<file path="src/rtl/core/itrt_pkg.sv">
// Shared types, constants and the digit-to-ASCII mapping for integer_to_radix_text.
package itrt_pkg;

	localparam int RADIX_W   = 6;
	localparam int DIGIT_W   = 6;
	localparam int CHAR_W    = 7;
	localparam int STEP_BITS = 8;

	localparam logic [RADIX_W-1:0] RADIX_MIN   = 6'd2;
	localparam logic [RADIX_W-1:0] RADIX_MAX   = 6'd36;
	localparam logic [RADIX_W-1:0] RADIX_RESET = 6'd10;

	localparam logic [CHAR_W-1:0]  CH_ZERO        = 7'h30;
	localparam logic [CHAR_W-1:0]  CH_LOWER_A     = 7'h61;
	localparam logic [CHAR_W-1:0]  CH_MINUS       = 7'h2D;
	localparam logic [DIGIT_W-1:0] DECIMAL_DIGITS = 6'd10;

	typedef enum logic [1:0] {
		BK_IDLE,
		BK_DIV,
		BK_EMIT
	} back_state_t;

	typedef struct packed {
		logic full;
		logic empty;
	} q_stat_t;

	function automatic logic [CHAR_W-1:0] digit_char(input logic [DIGIT_W-1:0] d);
		logic [CHAR_W-1:0] dx;
		dx = {1'b0, d};
		if (d < DECIMAL_DIGITS) begin
			return CHAR_W'(CH_ZERO + dx);
		end
		return CHAR_W'(CH_LOWER_A + dx - {1'b0, DECIMAL_DIGITS});
	endfunction

endpackage

</file>
<file path="src/rtl/core/itrt_front.sv">
// Front end: radix register, request accept, sign and magnitude split.
module itrt_front #(
	parameter int VALUE_WIDTH = 32
) (
	input  logic                                       clk,
	input  logic                                       arst_n,
	input  logic                                       start,
	input  logic signed [VALUE_WIDTH-1:0]              value,
	input  logic                                       cfg_we,
	input  logic [itrt_pkg::RADIX_W-1:0]               cfg_wdata,
	input  itrt_pkg::q_stat_t                          q_stat,
	output logic                                       busy,
	output logic                                       push,
	output logic [VALUE_WIDTH+itrt_pkg::RADIX_W:0]     push_data
);

	logic [itrt_pkg::RADIX_W-1:0] radix_q;
	logic [itrt_pkg::RADIX_W-1:0] radix_clamped;
	logic [VALUE_WIDTH-1:0]       raw;
	logic [VALUE_WIDTH-1:0]       mag;
	logic                         neg;

	always_comb begin
		if (cfg_wdata < itrt_pkg::RADIX_MIN) begin
			radix_clamped = itrt_pkg::RADIX_MIN;
		end else if (cfg_wdata > itrt_pkg::RADIX_MAX) begin
			radix_clamped = itrt_pkg::RADIX_MAX;
		end else begin
			radix_clamped = cfg_wdata;
		end
	end

	always_ff @(posedge clk or negedge arst_n) begin
		if (!arst_n) begin
			radix_q <= itrt_pkg::RADIX_RESET;
		end else if (cfg_we) begin
			radix_q <= radix_clamped;
		end
	end

	// Unsigned magnitude, so the most negative value stays exact
	assign raw = value;
	assign neg = raw[VALUE_WIDTH-1];
	assign mag = neg ? VALUE_WIDTH'(~raw + 1'b1) : raw;

	assign busy      = q_stat.full;
	assign push      = start & ~q_stat.full;
	assign push_data = {radix_q, neg, mag};

endmodule

</file>
<file path="src/rtl/core/itrt_queue.sv">
// Two-entry request queue between the front end and the converter.
module itrt_queue #(
	parameter int WIDTH = 39
) (
	input  logic              clk,
	input  logic              arst_n,
	input  logic              push,
	input  logic [WIDTH-1:0]  push_data,
	input  logic              pop,
	output logic [WIDTH-1:0]  pop_data,
	output itrt_pkg::q_stat_t q_stat
);

	logic [WIDTH-1:0] entry_q [2];
	logic             wr_ptr_q;
	logic             rd_ptr_q;
	logic [1:0]       count_q;

	always_ff @(posedge clk or negedge arst_n) begin
		if (!arst_n) begin
			wr_ptr_q <= 1'b0;
			rd_ptr_q <= 1'b0;
			count_q  <= 2'd0;
		end else begin
			if (push) begin
				wr_ptr_q <= ~wr_ptr_q;
			end
			if (pop) begin
				rd_ptr_q <= ~rd_ptr_q;
			end
			if (push && !pop) begin
				count_q <= count_q + 2'd1;
			end else if (pop && !push) begin
				count_q <= count_q - 2'd1;
			end
		end
	end

	always_ff @(posedge clk) begin
		if (push) begin
			entry_q[wr_ptr_q] <= push_data;
		end
	end

	assign pop_data     = entry_q[rd_ptr_q];
	assign q_stat.full  = (count_q == 2'd2);
	assign q_stat.empty = (count_q == 2'd0);

endmodule

</file>
<file path="src/rtl/core/itrt_back.sv">
// Back end: digit-serial radix division into a digit stack, then character output.
module itrt_back #(
	parameter int VALUE_WIDTH = 32,
	parameter int MAX_DIGITS  = 32
) (
	input  logic                                   clk,
	input  logic                                   arst_n,
	input  itrt_pkg::q_stat_t                      q_stat,
	input  logic [VALUE_WIDTH+itrt_pkg::RADIX_W:0] pop_data,
	output logic                                   pop,
	output logic                                   strobe,
	output logic [itrt_pkg::CHAR_W-1:0]            character,
	output logic                                   last
);

	localparam int SB     = itrt_pkg::STEP_BITS;
	localparam int CHUNKS = (VALUE_WIDTH + SB - 1) / SB;
	localparam int PAD_W  = CHUNKS * SB;
	localparam int CW     = (CHUNKS > 1) ? $clog2(CHUNKS) : 1;
	localparam int CNT_W  = $clog2(MAX_DIGITS + 1);
	localparam int AW     = $clog2(MAX_DIGITS);
	localparam int RW     = itrt_pkg::RADIX_W;
	localparam int DW     = itrt_pkg::DIGIT_W;

	itrt_pkg::back_state_t state_q, state_d;

	logic [PAD_W-1:0] quo_q;
	logic [DW-1:0]    rem_q;
	logic [RW-1:0]    radix_q;
	logic             neg_q;
	logic [CNT_W-1:0] cnt_q;
	logic [CNT_W-1:0] ptr_q;
	logic [CW-1:0]    chunk_q;

	logic             out_v_s1;
	logic             sign_s1;
	logic             last_s1;
	logic [DW-1:0]    rd_s1;

	logic [DW-1:0]    stack_mem [MAX_DIGITS];

	logic [PAD_W-1:0] quo_next;
	logic [DW-1:0]    rem_next;
	logic [SB-1:0]    qbits;
	logic [CNT_W-1:0] cnt_inc;
	logic             chunk_end;
	logic             div_step;
	logic             emit_sign;
	logic             emit_read;

	// Long division of one byte of the quotient against the radix
	always_comb begin
		logic [DW-1:0] r;
		logic [DW:0]   t;
		logic [SB-1:0] top;
		r     = rem_q;
		top   = quo_q[PAD_W-1 -: SB];
		qbits = '0;
		for (int i = SB - 1; i >= 0; i--) begin
			t = {r, top[i]};
			if (t >= {1'b0, radix_q}) begin
				t        = t - {1'b0, radix_q};
				qbits[i] = 1'b1;
			end
			r = t[DW-1:0];
		end
		rem_next = r;
		quo_next = (quo_q << SB) | PAD_W'(qbits);
	end

	assign cnt_inc   = cnt_q + 1'b1;
	assign chunk_end = (chunk_q == '0);

	always_comb begin
		state_d   = state_q;
		pop       = 1'b0;
		div_step  = 1'b0;
		emit_sign = 1'b0;
		emit_read = 1'b0;
		case (state_q)
			itrt_pkg::BK_IDLE: begin
				if (!q_stat.empty) begin
					pop     = 1'b1;
					state_d = itrt_pkg::BK_DIV;
				end
			end
			itrt_pkg::BK_DIV: begin
				div_step = 1'b1;
				if (chunk_end && (quo_next == '0 || cnt_inc == CNT_W'(MAX_DIGITS))) begin
					state_d = itrt_pkg::BK_EMIT;
				end
			end
			itrt_pkg::BK_EMIT: begin
				if (neg_q) begin
					emit_sign = 1'b1;
				end else begin
					emit_read = 1'b1;
					if (ptr_q == CNT_W'(1)) begin
						state_d = itrt_pkg::BK_IDLE;
					end
				end
			end
			default: begin
				state_d = itrt_pkg::BK_IDLE;
			end
		endcase
	end

	always_ff @(posedge clk or negedge arst_n) begin
		if (!arst_n) begin
			state_q  <= itrt_pkg::BK_IDLE;
			neg_q    <= 1'b0;
			cnt_q    <= '0;
			ptr_q    <= '0;
			chunk_q  <= '0;
			out_v_s1 <= 1'b0;
		end else begin
			state_q  <= state_d;
			out_v_s1 <= emit_sign | emit_read;
			if (pop) begin
				neg_q   <= pop_data[VALUE_WIDTH];
				cnt_q   <= '0;
				chunk_q <= CW'(CHUNKS - 1);
			end
			if (div_step) begin
				if (chunk_end) begin
					chunk_q <= CW'(CHUNKS - 1);
					cnt_q   <= cnt_inc;
					ptr_q   <= cnt_inc;
				end else begin
					chunk_q <= chunk_q - 1'b1;
				end
			end
			if (emit_sign) begin
				neg_q <= 1'b0;
			end
			if (emit_read) begin
				ptr_q <= ptr_q - 1'b1;
			end
		end
	end

	always_ff @(posedge clk) begin
		if (pop) begin
			quo_q   <= PAD_W'(pop_data[VALUE_WIDTH-1:0]);
			rem_q   <= '0;
			radix_q <= pop_data[VALUE_WIDTH+RW:VALUE_WIDTH+1];
		end
		if (div_step) begin
			quo_q <= quo_next;
			rem_q <= chunk_end ? '0 : rem_next;
		end
		sign_s1 <= emit_sign;
		last_s1 <= emit_read && (ptr_q == CNT_W'(1));
	end

	// Digit stack: push at digit end, pop most significant first
	always_ff @(posedge clk) begin
		if (div_step && chunk_end) begin
			stack_mem[cnt_q[AW-1:0]] <= rem_next;
		end
	end

	always_ff @(posedge clk) begin
		if (emit_read) begin
			rd_s1 <= stack_mem[AW'(ptr_q - 1'b1)];
		end
	end

	assign strobe    = out_v_s1;
	assign character = sign_s1 ? itrt_pkg::CH_MINUS : itrt_pkg::digit_char(rd_s1);
	assign last      = last_s1;

endmodule

</file>
<file path="src/rtl/core/integer_to_radix_text.sv">
// Top level of the integer to radix text converter.
// Converts a signed integer to ASCII text in the radix held in the radix register (2 to 36,
// writes clamped), one character per strobe, most significant first, a leading '-' for
// negative values, the final character marked by last. Requests are taken while busy is
// low; a two-entry queue lets up to two requests wait behind the one being converted. The
// converter divides by the radix eight quotient bits per cycle, a full pass over the quotient
// for each digit, then characters stream one per cycle. Results are never held: each stays
// exactly one cycle.
module integer_to_radix_text #(
	parameter int VALUE_WIDTH = 32,
	parameter int MAX_DIGITS  = 32
) (
	input  logic                              clk,
	input  logic                              arst_n,
	input  logic                              start,
	output logic                              busy,
	input  logic signed [VALUE_WIDTH-1:0]     value,
	input  logic                              cfg_we,
	input  logic [itrt_pkg::RADIX_W-1:0]      cfg_wdata,
	output logic                              strobe,
	output logic [itrt_pkg::CHAR_W-1:0]       character,
	output logic                              last
);

	localparam int QW = VALUE_WIDTH + itrt_pkg::RADIX_W + 1;

	itrt_pkg::q_stat_t q_stat;
	logic              push;
	logic              pop;
	logic [QW-1:0]     push_data;
	logic [QW-1:0]     pop_data;

	itrt_front #(
		.VALUE_WIDTH(VALUE_WIDTH)
	) u_front (
		.clk       (clk),
		.arst_n    (arst_n),
		.start     (start),
		.value     (value),
		.cfg_we    (cfg_we),
		.cfg_wdata (cfg_wdata),
		.q_stat    (q_stat),
		.busy      (busy),
		.push      (push),
		.push_data (push_data)
	);

	itrt_queue #(
		.WIDTH(QW)
	) u_queue (
		.clk       (clk),
		.arst_n    (arst_n),
		.push      (push),
		.push_data (push_data),
		.pop       (pop),
		.pop_data  (pop_data),
		.q_stat    (q_stat)
	);

	itrt_back #(
		.VALUE_WIDTH(VALUE_WIDTH),
		.MAX_DIGITS (MAX_DIGITS)
	) u_back (
		.clk       (clk),
		.arst_n    (arst_n),
		.q_stat    (q_stat),
		.pop_data  (pop_data),
		.pop       (pop),
		.strobe    (strobe),
		.character (character),
		.last      (last)
	);

endmodule

</file>
<file path="config.mk">
export PLATFORM = sky130hd
export DESIGN_NAME = integer_to_radix_text
export DESIGN_NICKNAME = d
export VERILOG_FILES = /design/src/rtl/core/itrt_pkg.sv /design/src/rtl/core/itrt_front.sv /design/src/rtl/core/itrt_queue.sv /design/src/rtl/core/itrt_back.sv /design/src/rtl/core/integer_to_radix_text.sv
export SDC_FILE = /design/constraint.sdc
export NUM_CORES = 1
export LEC_CHECK = 0
export ABC_AREA = 1
export BUFFER_PORTS_ARGS = -buffer_cell sky130_fd_sc_hd__buf_2
export CAP_MARGIN = 40
export CORE_ASPECT_RATIO = 1.5
export CORE_MARGIN = 2
export CORE_UTILIZATION = 53
export DETAILED_ROUTE_END_ITERATION = 10
export PLACE_DENSITY_LB_ADDON = 0.05
export SLEW_MARGIN = 25
export SYNTH_ARGS = -nofsm -noshare
export SYNTH_HDL_FRONTEND = slang
export SYNTH_SLANG_ARGS = --single-unit
</file>
<file path="constraint.sdc">
create_clock -name clk -period 29.8 [get_ports clk]
set_clock_uncertainty 0.1 [all_clocks]
set_input_delay 5.96 -clock clk [delete_from_list [all_inputs] [get_ports clk]]
set_output_delay 5.96 -clock clk [all_outputs]
set_load 0.01 [all_outputs]
</file>
==> Word-level counts from Yosys, hierarchy flattened <==
Memories as Yosys holds them, arrays and structs flattened. A register that Yosys moved wholly into a read port is not among the register bits.
Cells that the tools add are included.
{ "totals": {"ff_bits": 74, "ramBits": 270, "elab_cells": 137, "memories": 2} }
{ "op_classes": {"bitwise": 7, "eq_ne": 9, "order_cmp": 11, "reduce_logical": 19, "muxes": 57, "add_sub_neg": 17} }
{ "memory_table": {"columns": ["name", "depth", "word_bits", "rd", "rd_ports_with_merged_regs", "wr", "line", "source"], "rows": [
  ["u_back.stack_mem", 32, 6, 1, 1, 1, "itrt_back.sv:40", "logic [DW-1:0] stack_mem [MAX_DIGITS];"],
  ["u_queue.entry_q", 2, 39, 1, 0, 1, "itrt_queue.sv:14", "logic [WIDTH-1:0] entry_q [2];"]
]} }
{ "op_table": {"columns": ["operator", "count"], "rows": [
  ["$mux W6", 19],
  ["$mux W32", 3],
  ["$ge A7 B6 Y1", 8],
  ["$sub A6 B6 Y6", 8],
  ["$add A32 B1 Y32 const B", 1],
  ["$logic_not A32 Y1", 1],
  ["$not A32 Y32", 1],
  ["$or A32 B8 Y32", 1],
  ["$mux W1", 22],
  ["$mux W7", 3],
  ["$mux W2", 9],
  ["$reduce_bool A2 Y1", 5],
  ["$add A6 B6 Y7 const A", 1],
  ["$add A7 B6 Y7 const A", 1],
  ["$sub A7 B4 Y7 const B", 1],
  ["$add A6 B1 Y6 const B", 1],
  ["$eq A6 B1 Y1 const B", 1],
  ["$eq A6 B6 Y1 const B", 1],
  ["$gt A6 B6 Y1 const B", 1],
  ["$logic_not A2 Y1", 3],
  ["$lt A6 B2 Y1 const B", 1],
  ["$lt A6 B4 Y1 const B", 1],
  ["$pmux W2 S3", 1],
  ["$sub A6 B1 Y6 const B", 1],
  ["14 further kinds", 25]
]} }

==> Longest topological paths before layout <==
{ "depth": {"depth_word": 22, "depth_mapped": 86, "depth_no_buf": 84} }

==> Modules after synthesis <==
A second synthesis with hierarchy kept.
{ "hier_totals": {"cells_unflattened": 1706, "area_unflattened_um2": 17882.2} }
{ "modules_own_cells": {"columns": ["module", "area_per_inst_um2", "cells_each", "n_inst", "seq_area_each_um2"], "rows": [
  ["itrt_back", 13546.7, 1300, 1, 7757.4],
  ["itrt_queue", 3032.9, 146, 1, 2442.3],
  ["itrt_front", 1302.5, 260, 1, 152.6]
]} }

==> Worst setup path after synthesis <==
No wires, ideal clock.
{ "synth_path": {"kind": "reg-to-reg", "from": "reg u_back.radix_q[1]", "to": "mem u_back.stack_mem[0][4] (netlist bit), data pin", "n_path_buf": 2, "t_arrival_ns": 12.309, "path_stages_with_launch": 80, "setup_time_ns": 0.278, "period_less_slack_ns": 12.688, "required_ns": 29.422, "setup_slack_ns": 17.112, "cell_sequence": "edfxtp_1 inv_1 ha_1 nand3_1 nand3_1 nand2_4 nand2_8 nand3_1 nand2_1 ha_1 nand2_1 inv_1 nand2_1 nand3_2 a21oi_4 nand3_2 buf_6 nand2_1 (+44 left out) o31ai_1 a221oi_1 nand3_4 inv_2 nand2_1 o21ai_1 ha_1 a21oi_1 o21bai_1 a21oi_1 nor2_1 nor2_1 o21ai_0 a21oi_1 nand3_4 inv_4 nand2_1 nand2_1"} }
{ "synth_between": {"elab_chain_len": 16, "elab_cells_between_ends": 24, "cone_classes": "add/sub: 8; order compare: 8; mux: 8"} }
{ "synth_lines": {"columns": ["item", "line", "source"], "rows": [
  ["start, declared", "itrt_back.sv:29", "logic [RW-1:0] radix_q;"],
  ["start signal, assigned", "itrt_back.sv:147", "radix_q <= pop_data[VALUE_WIDTH+RW:VALUE_WIDTH+1];"],
  ["$sub A6 B6 Y6 / $ge A7 B6 Y1 (equally long branches)", "itrt_back.sv:62, itrt_back.sv:61", null],
  ["$mux W6", "itrt_back.sv:61", "if (t >= {1'b0, radix_q}) begin"],
  ["$sub A6 B6 Y6 / $ge A7 B6 Y1 (equally long branches)", "itrt_back.sv:62, itrt_back.sv:61", null],
  ["$mux W6", "itrt_back.sv:61", null],
  ["$sub A6 B6 Y6 / $ge A7 B6 Y1 (equally long branches)", "itrt_back.sv:62, itrt_back.sv:61", null],
  ["$mux W6", "itrt_back.sv:61", null],
  ["$sub A6 B6 Y6 / $ge A7 B6 Y1 (equally long branches)", "itrt_back.sv:62, itrt_back.sv:61", null],
  ["$mux W6", "itrt_back.sv:61", null],
  ["$sub A6 B6 Y6 / $ge A7 B6 Y1 (equally long branches)", "itrt_back.sv:62, itrt_back.sv:61", null],
  ["$mux W6", "itrt_back.sv:61", null],
  ["$ge A7 B6 Y1 / $sub A6 B6 Y6 (equally long branches)", "itrt_back.sv:61, itrt_back.sv:62", null],
  ["$mux W6", "itrt_back.sv:61", null],
  ["$sub A6 B6 Y6 / $ge A7 B6 Y1 (equally long branches)", "itrt_back.sv:62, itrt_back.sv:61", null],
  ["$mux W6", "itrt_back.sv:61", null],
  ["$sub A6 B6 Y6 / $ge A7 B6 Y1 (equally long branches)", "itrt_back.sv:62, itrt_back.sv:61", null],
  ["$mux W6 (*)", "itrt_back.sv:61", null],
  ["net u_back.rem_next[4]", "itrt_back.sv:43", "logic [DW-1:0] rem_next;"],
  ["end, declared", "itrt_back.sv:40", null]
]} }
The timed path passes the listed nets; every way through them passes the cells marked *.

==> Worst setup path in the final report <==
{ "layout_path": {"from": "reg u_back.radix_q[1]", "to": "mem u_back.stack_mem[25][0] (netlist bit), data pin"} }
{ "layout_between": {"elab_chain_len": 16, "elab_cells_between_ends": 23, "cone_classes": "add/sub: 7; order compare: 8; mux: 8"} }
{ "layout_lines": {"columns": ["item", "line"], "rows": [
  ["$sub A6 B6 Y6 / $ge A7 B6 Y1 (equally long branches)", "itrt_back.sv:62, itrt_back.sv:61"],
  ["$mux W6", "itrt_back.sv:61"],
  ["$sub A6 B6 Y6 / $ge A7 B6 Y1 (equally long branches)", "itrt_back.sv:62, itrt_back.sv:61"],
  ["$mux W6", "itrt_back.sv:61"],
  ["$sub A6 B6 Y6 / $ge A7 B6 Y1 (equally long branches)", "itrt_back.sv:62, itrt_back.sv:61"],
  ["$mux W6", "itrt_back.sv:61"],
  ["$sub A6 B6 Y6 / $ge A7 B6 Y1 (equally long branches)", "itrt_back.sv:62, itrt_back.sv:61"],
  ["$mux W6", "itrt_back.sv:61"],
  ["$sub A6 B6 Y6 / $ge A7 B6 Y1 (equally long branches)", "itrt_back.sv:62, itrt_back.sv:61"],
  ["$mux W6", "itrt_back.sv:61"],
  ["$ge A7 B6 Y1 / $sub A6 B6 Y6 (equally long branches)", "itrt_back.sv:61, itrt_back.sv:62"],
  ["$mux W6", "itrt_back.sv:61"],
  ["$sub A6 B6 Y6 / $ge A7 B6 Y1 (equally long branches)", "itrt_back.sv:62, itrt_back.sv:61"],
  ["$mux W6", "itrt_back.sv:61"],
  ["$ge A7 B6 Y1 (*)", "itrt_back.sv:61"],
  ["$mux W6 (*)", "itrt_back.sv:61"],
  ["net u_back.rem_next[0]", "itrt_back.sv:43"]
]} }
Marks and branches as above.

==> run summary <==
### Min path
* **Worst Hold Launch** u_front.radix_q[0]
* **Worst Hold Class** reg2reg
* **number of instances on the worst hold path** 0
* **endpoint with the worst hold slack** u_queue.entry_q[0][33]

### GRT
* **wire length of the first global-routing pass** 63400 µm
* **maximum number of pins on one net before global-route repair** 74
* **antenna violations before repair** 0
* **GRT Overall Usage** 0.237
* **grt total ovfl** 0
* **number of global-route vias before repair** 11765

### Clocking
* **number of CTS-inserted buffers** 34
* **CTS H-Tree Depth** 2
* **Hold-fix buffers, CTS** 0
* **number of buffers between clock root and the deepest sink** 3
* **count of instances resized after the clock tree is built** 0
* **clock tree from TritonCTS** done
* **clock latency at the later pin of the worst-skew pair** 530 ps
* **Num Clock Sinks** 350
* **post-CTS setup-driven buffer insertion count** 0
* **clock-pin slew on the worst setup and hold paths** 60 ps
* **clock tree root driver cell** clkbuf_16

### Synth
* **net count after synthesis** 1723
* **number of unique standard cell types used by synthesis** 59
* **Syn Area/Cell** 10.8 µm²
* **asr flop ratio synth** 0.0800
* **cells after synthesis** 1612
* **EDFF count, synth** 320
* **Yosys Warn Count** 0
* **top flip-flop cell by instance count after synthesis** edfxtp_1
* **area of the mapped netlist** 0.0174 mm²
* **flip-flop and latch count after synthesis** 350
* **Seq/Total Area, Yosys** 0.594

### Placed design
* **dpl cell area** 0.0182 mm²
* **detailed placement HPWL** 28900 µm
* **final RePlAce weighted congestion** 0.867
* **# port buffers** 51
* **post-placement cell count** 2039
* **DP Worst Slack** 15310 ps

### Finish
* **net count of the finished layout** 1773
* **synthesis-to-finish area growth** 11.4%
* **ant diodes** 0
* **final core utilization** 0.597
* **final instance count without filler cells** 2102
* **ratio of cells with drive above 1 in the final layout** 0.108
* **fill cell total of the finished layout** 2745
* **area of all sequential standard cells** 0.0104 mm²
* **area used by multi-input combinational logic** 0.00637 mm²
* **cell area after layout** 0.0194 mm²

### Detailed routing
* **Detailed Route Iter0 Violations** 724
* **wire length reported by the detailed router** 40600 µm
* **average wire per standard cell** 19.3 µm
* **DRT antenna net count** 0
* **TritonRoute pass-1 iters** 5
* **vias per inst** 5.64
* **via total after detailed routing** 11847
* **DRC viols** 0

### STA
* **RSZ-0062 raised after global routing** false
* **Fin Hold WS** 370 ps
* **crit path setup slack, layout** 15290 ps
* **Hold Violations, Final** 0
* **count of final max-slew check failures** 0
* **summed negative setup slack over all endpoints** 0 ps
* **slew margin rel.** 0.433
* **final setup vio count** 0
* **period utilisation layout** 0.487
* **post-layout min period** 14510 ps
* **pin slew with the least headroom to its limit** 850 ps
* **Max Freq** 68.9 MHz

### Floorplanning
* **Starting Density** 0.536
* **CORE AREA** 0.0325 mm²
* **die width** 152 µm
* **std cell rows** 81
* **Die Footprint** 0.0344 mm²
* **die height** 226 µm
* **I/O pin total** 52

### Pwr
* **sw frac** 0.204
* **Int Power** 841 µW
* **total power** 1.06 mW
* **power density over the cells** 54.4 mW/mm²
* **static power due to leakage** 7.34 nW
* **worst supply voltage drop on vdd** 0.0483 mV
* **sequential cell fraction of total power** 0.542
* **part of the total power dissipated in combinational logic** 0.041
* **clock power share** 0.417
* **switching pwr** 215 µW

### Worst setup path
* **capture instance of the worst register-to-register path** u_back.stack_mem[25][0]
* **data arrival time of the critical path** 14670 ps
* **delay of the slowest cell on the worst path** 630 ps
* **Worst path slowest cell** edfxtp_1
* **worst reg2reg startpoint** u_back.radix_q[1]
* **worst-case register-to-register setup slack** 15290 ps
* **number of cells on the worst reg-to-reg path** 80
* **Critical Path End Type** register
* **Worst Setup Start Kind** register
* **CP Class** reg2reg
* **cell type with the highest occurrence count on the critical path** nand2_1
* **critical path peak fanout** 17
* **required time of the worst setup path** 29960 ps

### Outcome
* **status** finished, final reports clean

### Job
* **Max-Cap Viols** 0

==> area by class of cell <==
type,instances,share of cell area
sequential,350,0.533
multi-input combinational,1067,0.328
clock buffer,46,0.0482
timing repair buffer,73,0.0272
tap,415,0.0267
inverter,136,0.0264
clock inverter,15,0.0104
==> placed cells by master, fill, tap and decap left out, types with 4 or more instances in the layout <==
cell and instances:
or2_2 5, nor4_1 10, inv_1 127, buf_4 14, edfxtp_1 320, nand3_1 48, nand2_1 219, o21bai_1 5
o32ai_1 29, ha_1 60, nand3_4 8, nand2_2 6, dfrtp_1 24, o21ai_2 4, nor2_2 4, clkbuf_1 9
mux2i_1 19, buf_2 51, o21ai_1 17, inv_2 6, nor2_1 235, nand4_1 13, o221ai_1 20, nand3_2 6
a31oi_1 19, nor3_1 14, xor2_1 48, clkinv_1 7, xnor2_1 20, bufinv_16 5, fa_1 8, clkbuf_16 35
a21oi_1 83, o211ai_1 23, nand2_4 5, o21ai_0 102
==> power groups by stage <==
stage	clock, mW	sequential, mW	combinational, mW
6_report	0.440	0.573	0.0432
5_1_grt	0.467	0.575	0.0480
4_1_cts	0.449	0.573	0.0443
3_5_place_dp	0	0.583	0.0443
3_3_place_gp	0	0.583	0.0435
2_1_floorplan	0	0.582	0.0257
==> metal layers <==
| metal | share of wire | vias up | GRT usage |
|---|---|---|---|
| met2 | 0.56 | 245 | 0.463 |
| met3 | 0.032 | 68 | 0.0244 |
| li1 | - | 5827 | - |
| met5 | 0 | - | 0 |
| met4 | 0.037 | 0 | 0.0977 |
| met1 | 0.37 | 5707 | 0.260 |
==> worst max-delay path, delay by kind of cell, from the launching register on <==
family / cells / cell delay, ps
adder cells (fa/ha/maj): 8 / 2710
AND/OR/NAND/NOR: 31 / 3580
buffers and inverters: 11 / 1720
flip-flops: 1 / 630
AO/OA/AOI/OAI: 30 / 5480
==> worst max path at each step <==
| stage | startpoint | to | cells past startpoint |
|---|---|---|---|
| detailed placement | u_back.radix_q[1] | u_back.stack_mem[18][4] | 79 |
| CTS | u_back.radix_q[1] | u_back.stack_mem[31][4] | 80 |
| floorplan | u_back.radix_q[1] | u_back.stack_mem[0][4] | 79 |
| global placement | u_back.radix_q[1] | u_back.stack_mem[18][1] | 80 |
| global route | u_back.radix_q[1] | u_back.stack_mem[21][4] | 81 |
| finish | u_back.radix_q[1] | u_back.stack_mem[25][0] | 80 |
==> cells by family after synthesis <==
kind of cell,share of synthesized area
AND/OR/NAND/NOR,0.152
XOR/XNOR,0.0342
AO/OA/AOI/OAI,0.114
buffers and inverters,0.0430
flip-flops,0.594
multiplexers,0.0109
adder cells (fa/ha/maj),0.0530
==> Yosys cell counts (2+ instances only) <==
library cell	count	area, µm²
fa_1	8	160
o21bai_1	5	37.5
o221ai_1	20	175
clkbuf_1	53	199
edfxtp_1	320	9610
a31oi_1	19	119
and2_1	2	12.5
nand3_2	6	60.1
o211ai_1	23	173
ha_1	61	763
nor2_2	3	18.8
a21oi_2	2	17.5
nand3b_1	3	22.5
dfrtp_1	26	651
nand3_4	8	140
nor2_1	238	893
a21oi_4	2	32.5
nor3b_1	3	22.5
buf_1	4	15.0
nand2_2	6	37.5
nor4_1	10	62.6
o32ai_1	29	254
a21oi_1	84	420
nand2_1	219	822
buf_6	2	22.5
nand4_1	13	81.3
dfstp_2	2	52.6
o31ai_1	3	22.5
o21ai_1	17	85.1
inv_2	6	22.5
nand3_1	48	240
clkinv_1	2	7.51
nand2_4	5	56.3
xnor2_1	20	175
o21ai_0	102	510
nor3_1	14	70.1
dfxtp_1	2	40.0
or2_2	5	31.3
inv_1	127	477
o21ai_2	6	52.6
xor2_1	48	420
mux2i_1	19	190
==> state kept, by name, indices dropped and copies added, names as in the netlist, 6 cells and up <==
| signal | cells |
|---|---|
| u_back.cnt_q | 6 |
| u_back.ptr_q | 6 |
| u_back.quo_q | 32 |
| u_back.radix_q | 6 |
| u_back.rd_s1 | 6 |
| u_back.rem_q | 6 |
| u_back.stack_mem | 192 |
| u_front.radix_q | 6 |
| u_queue.entry_q | 78 |
No activity file was read; power rests on OpenSTA's default activity.
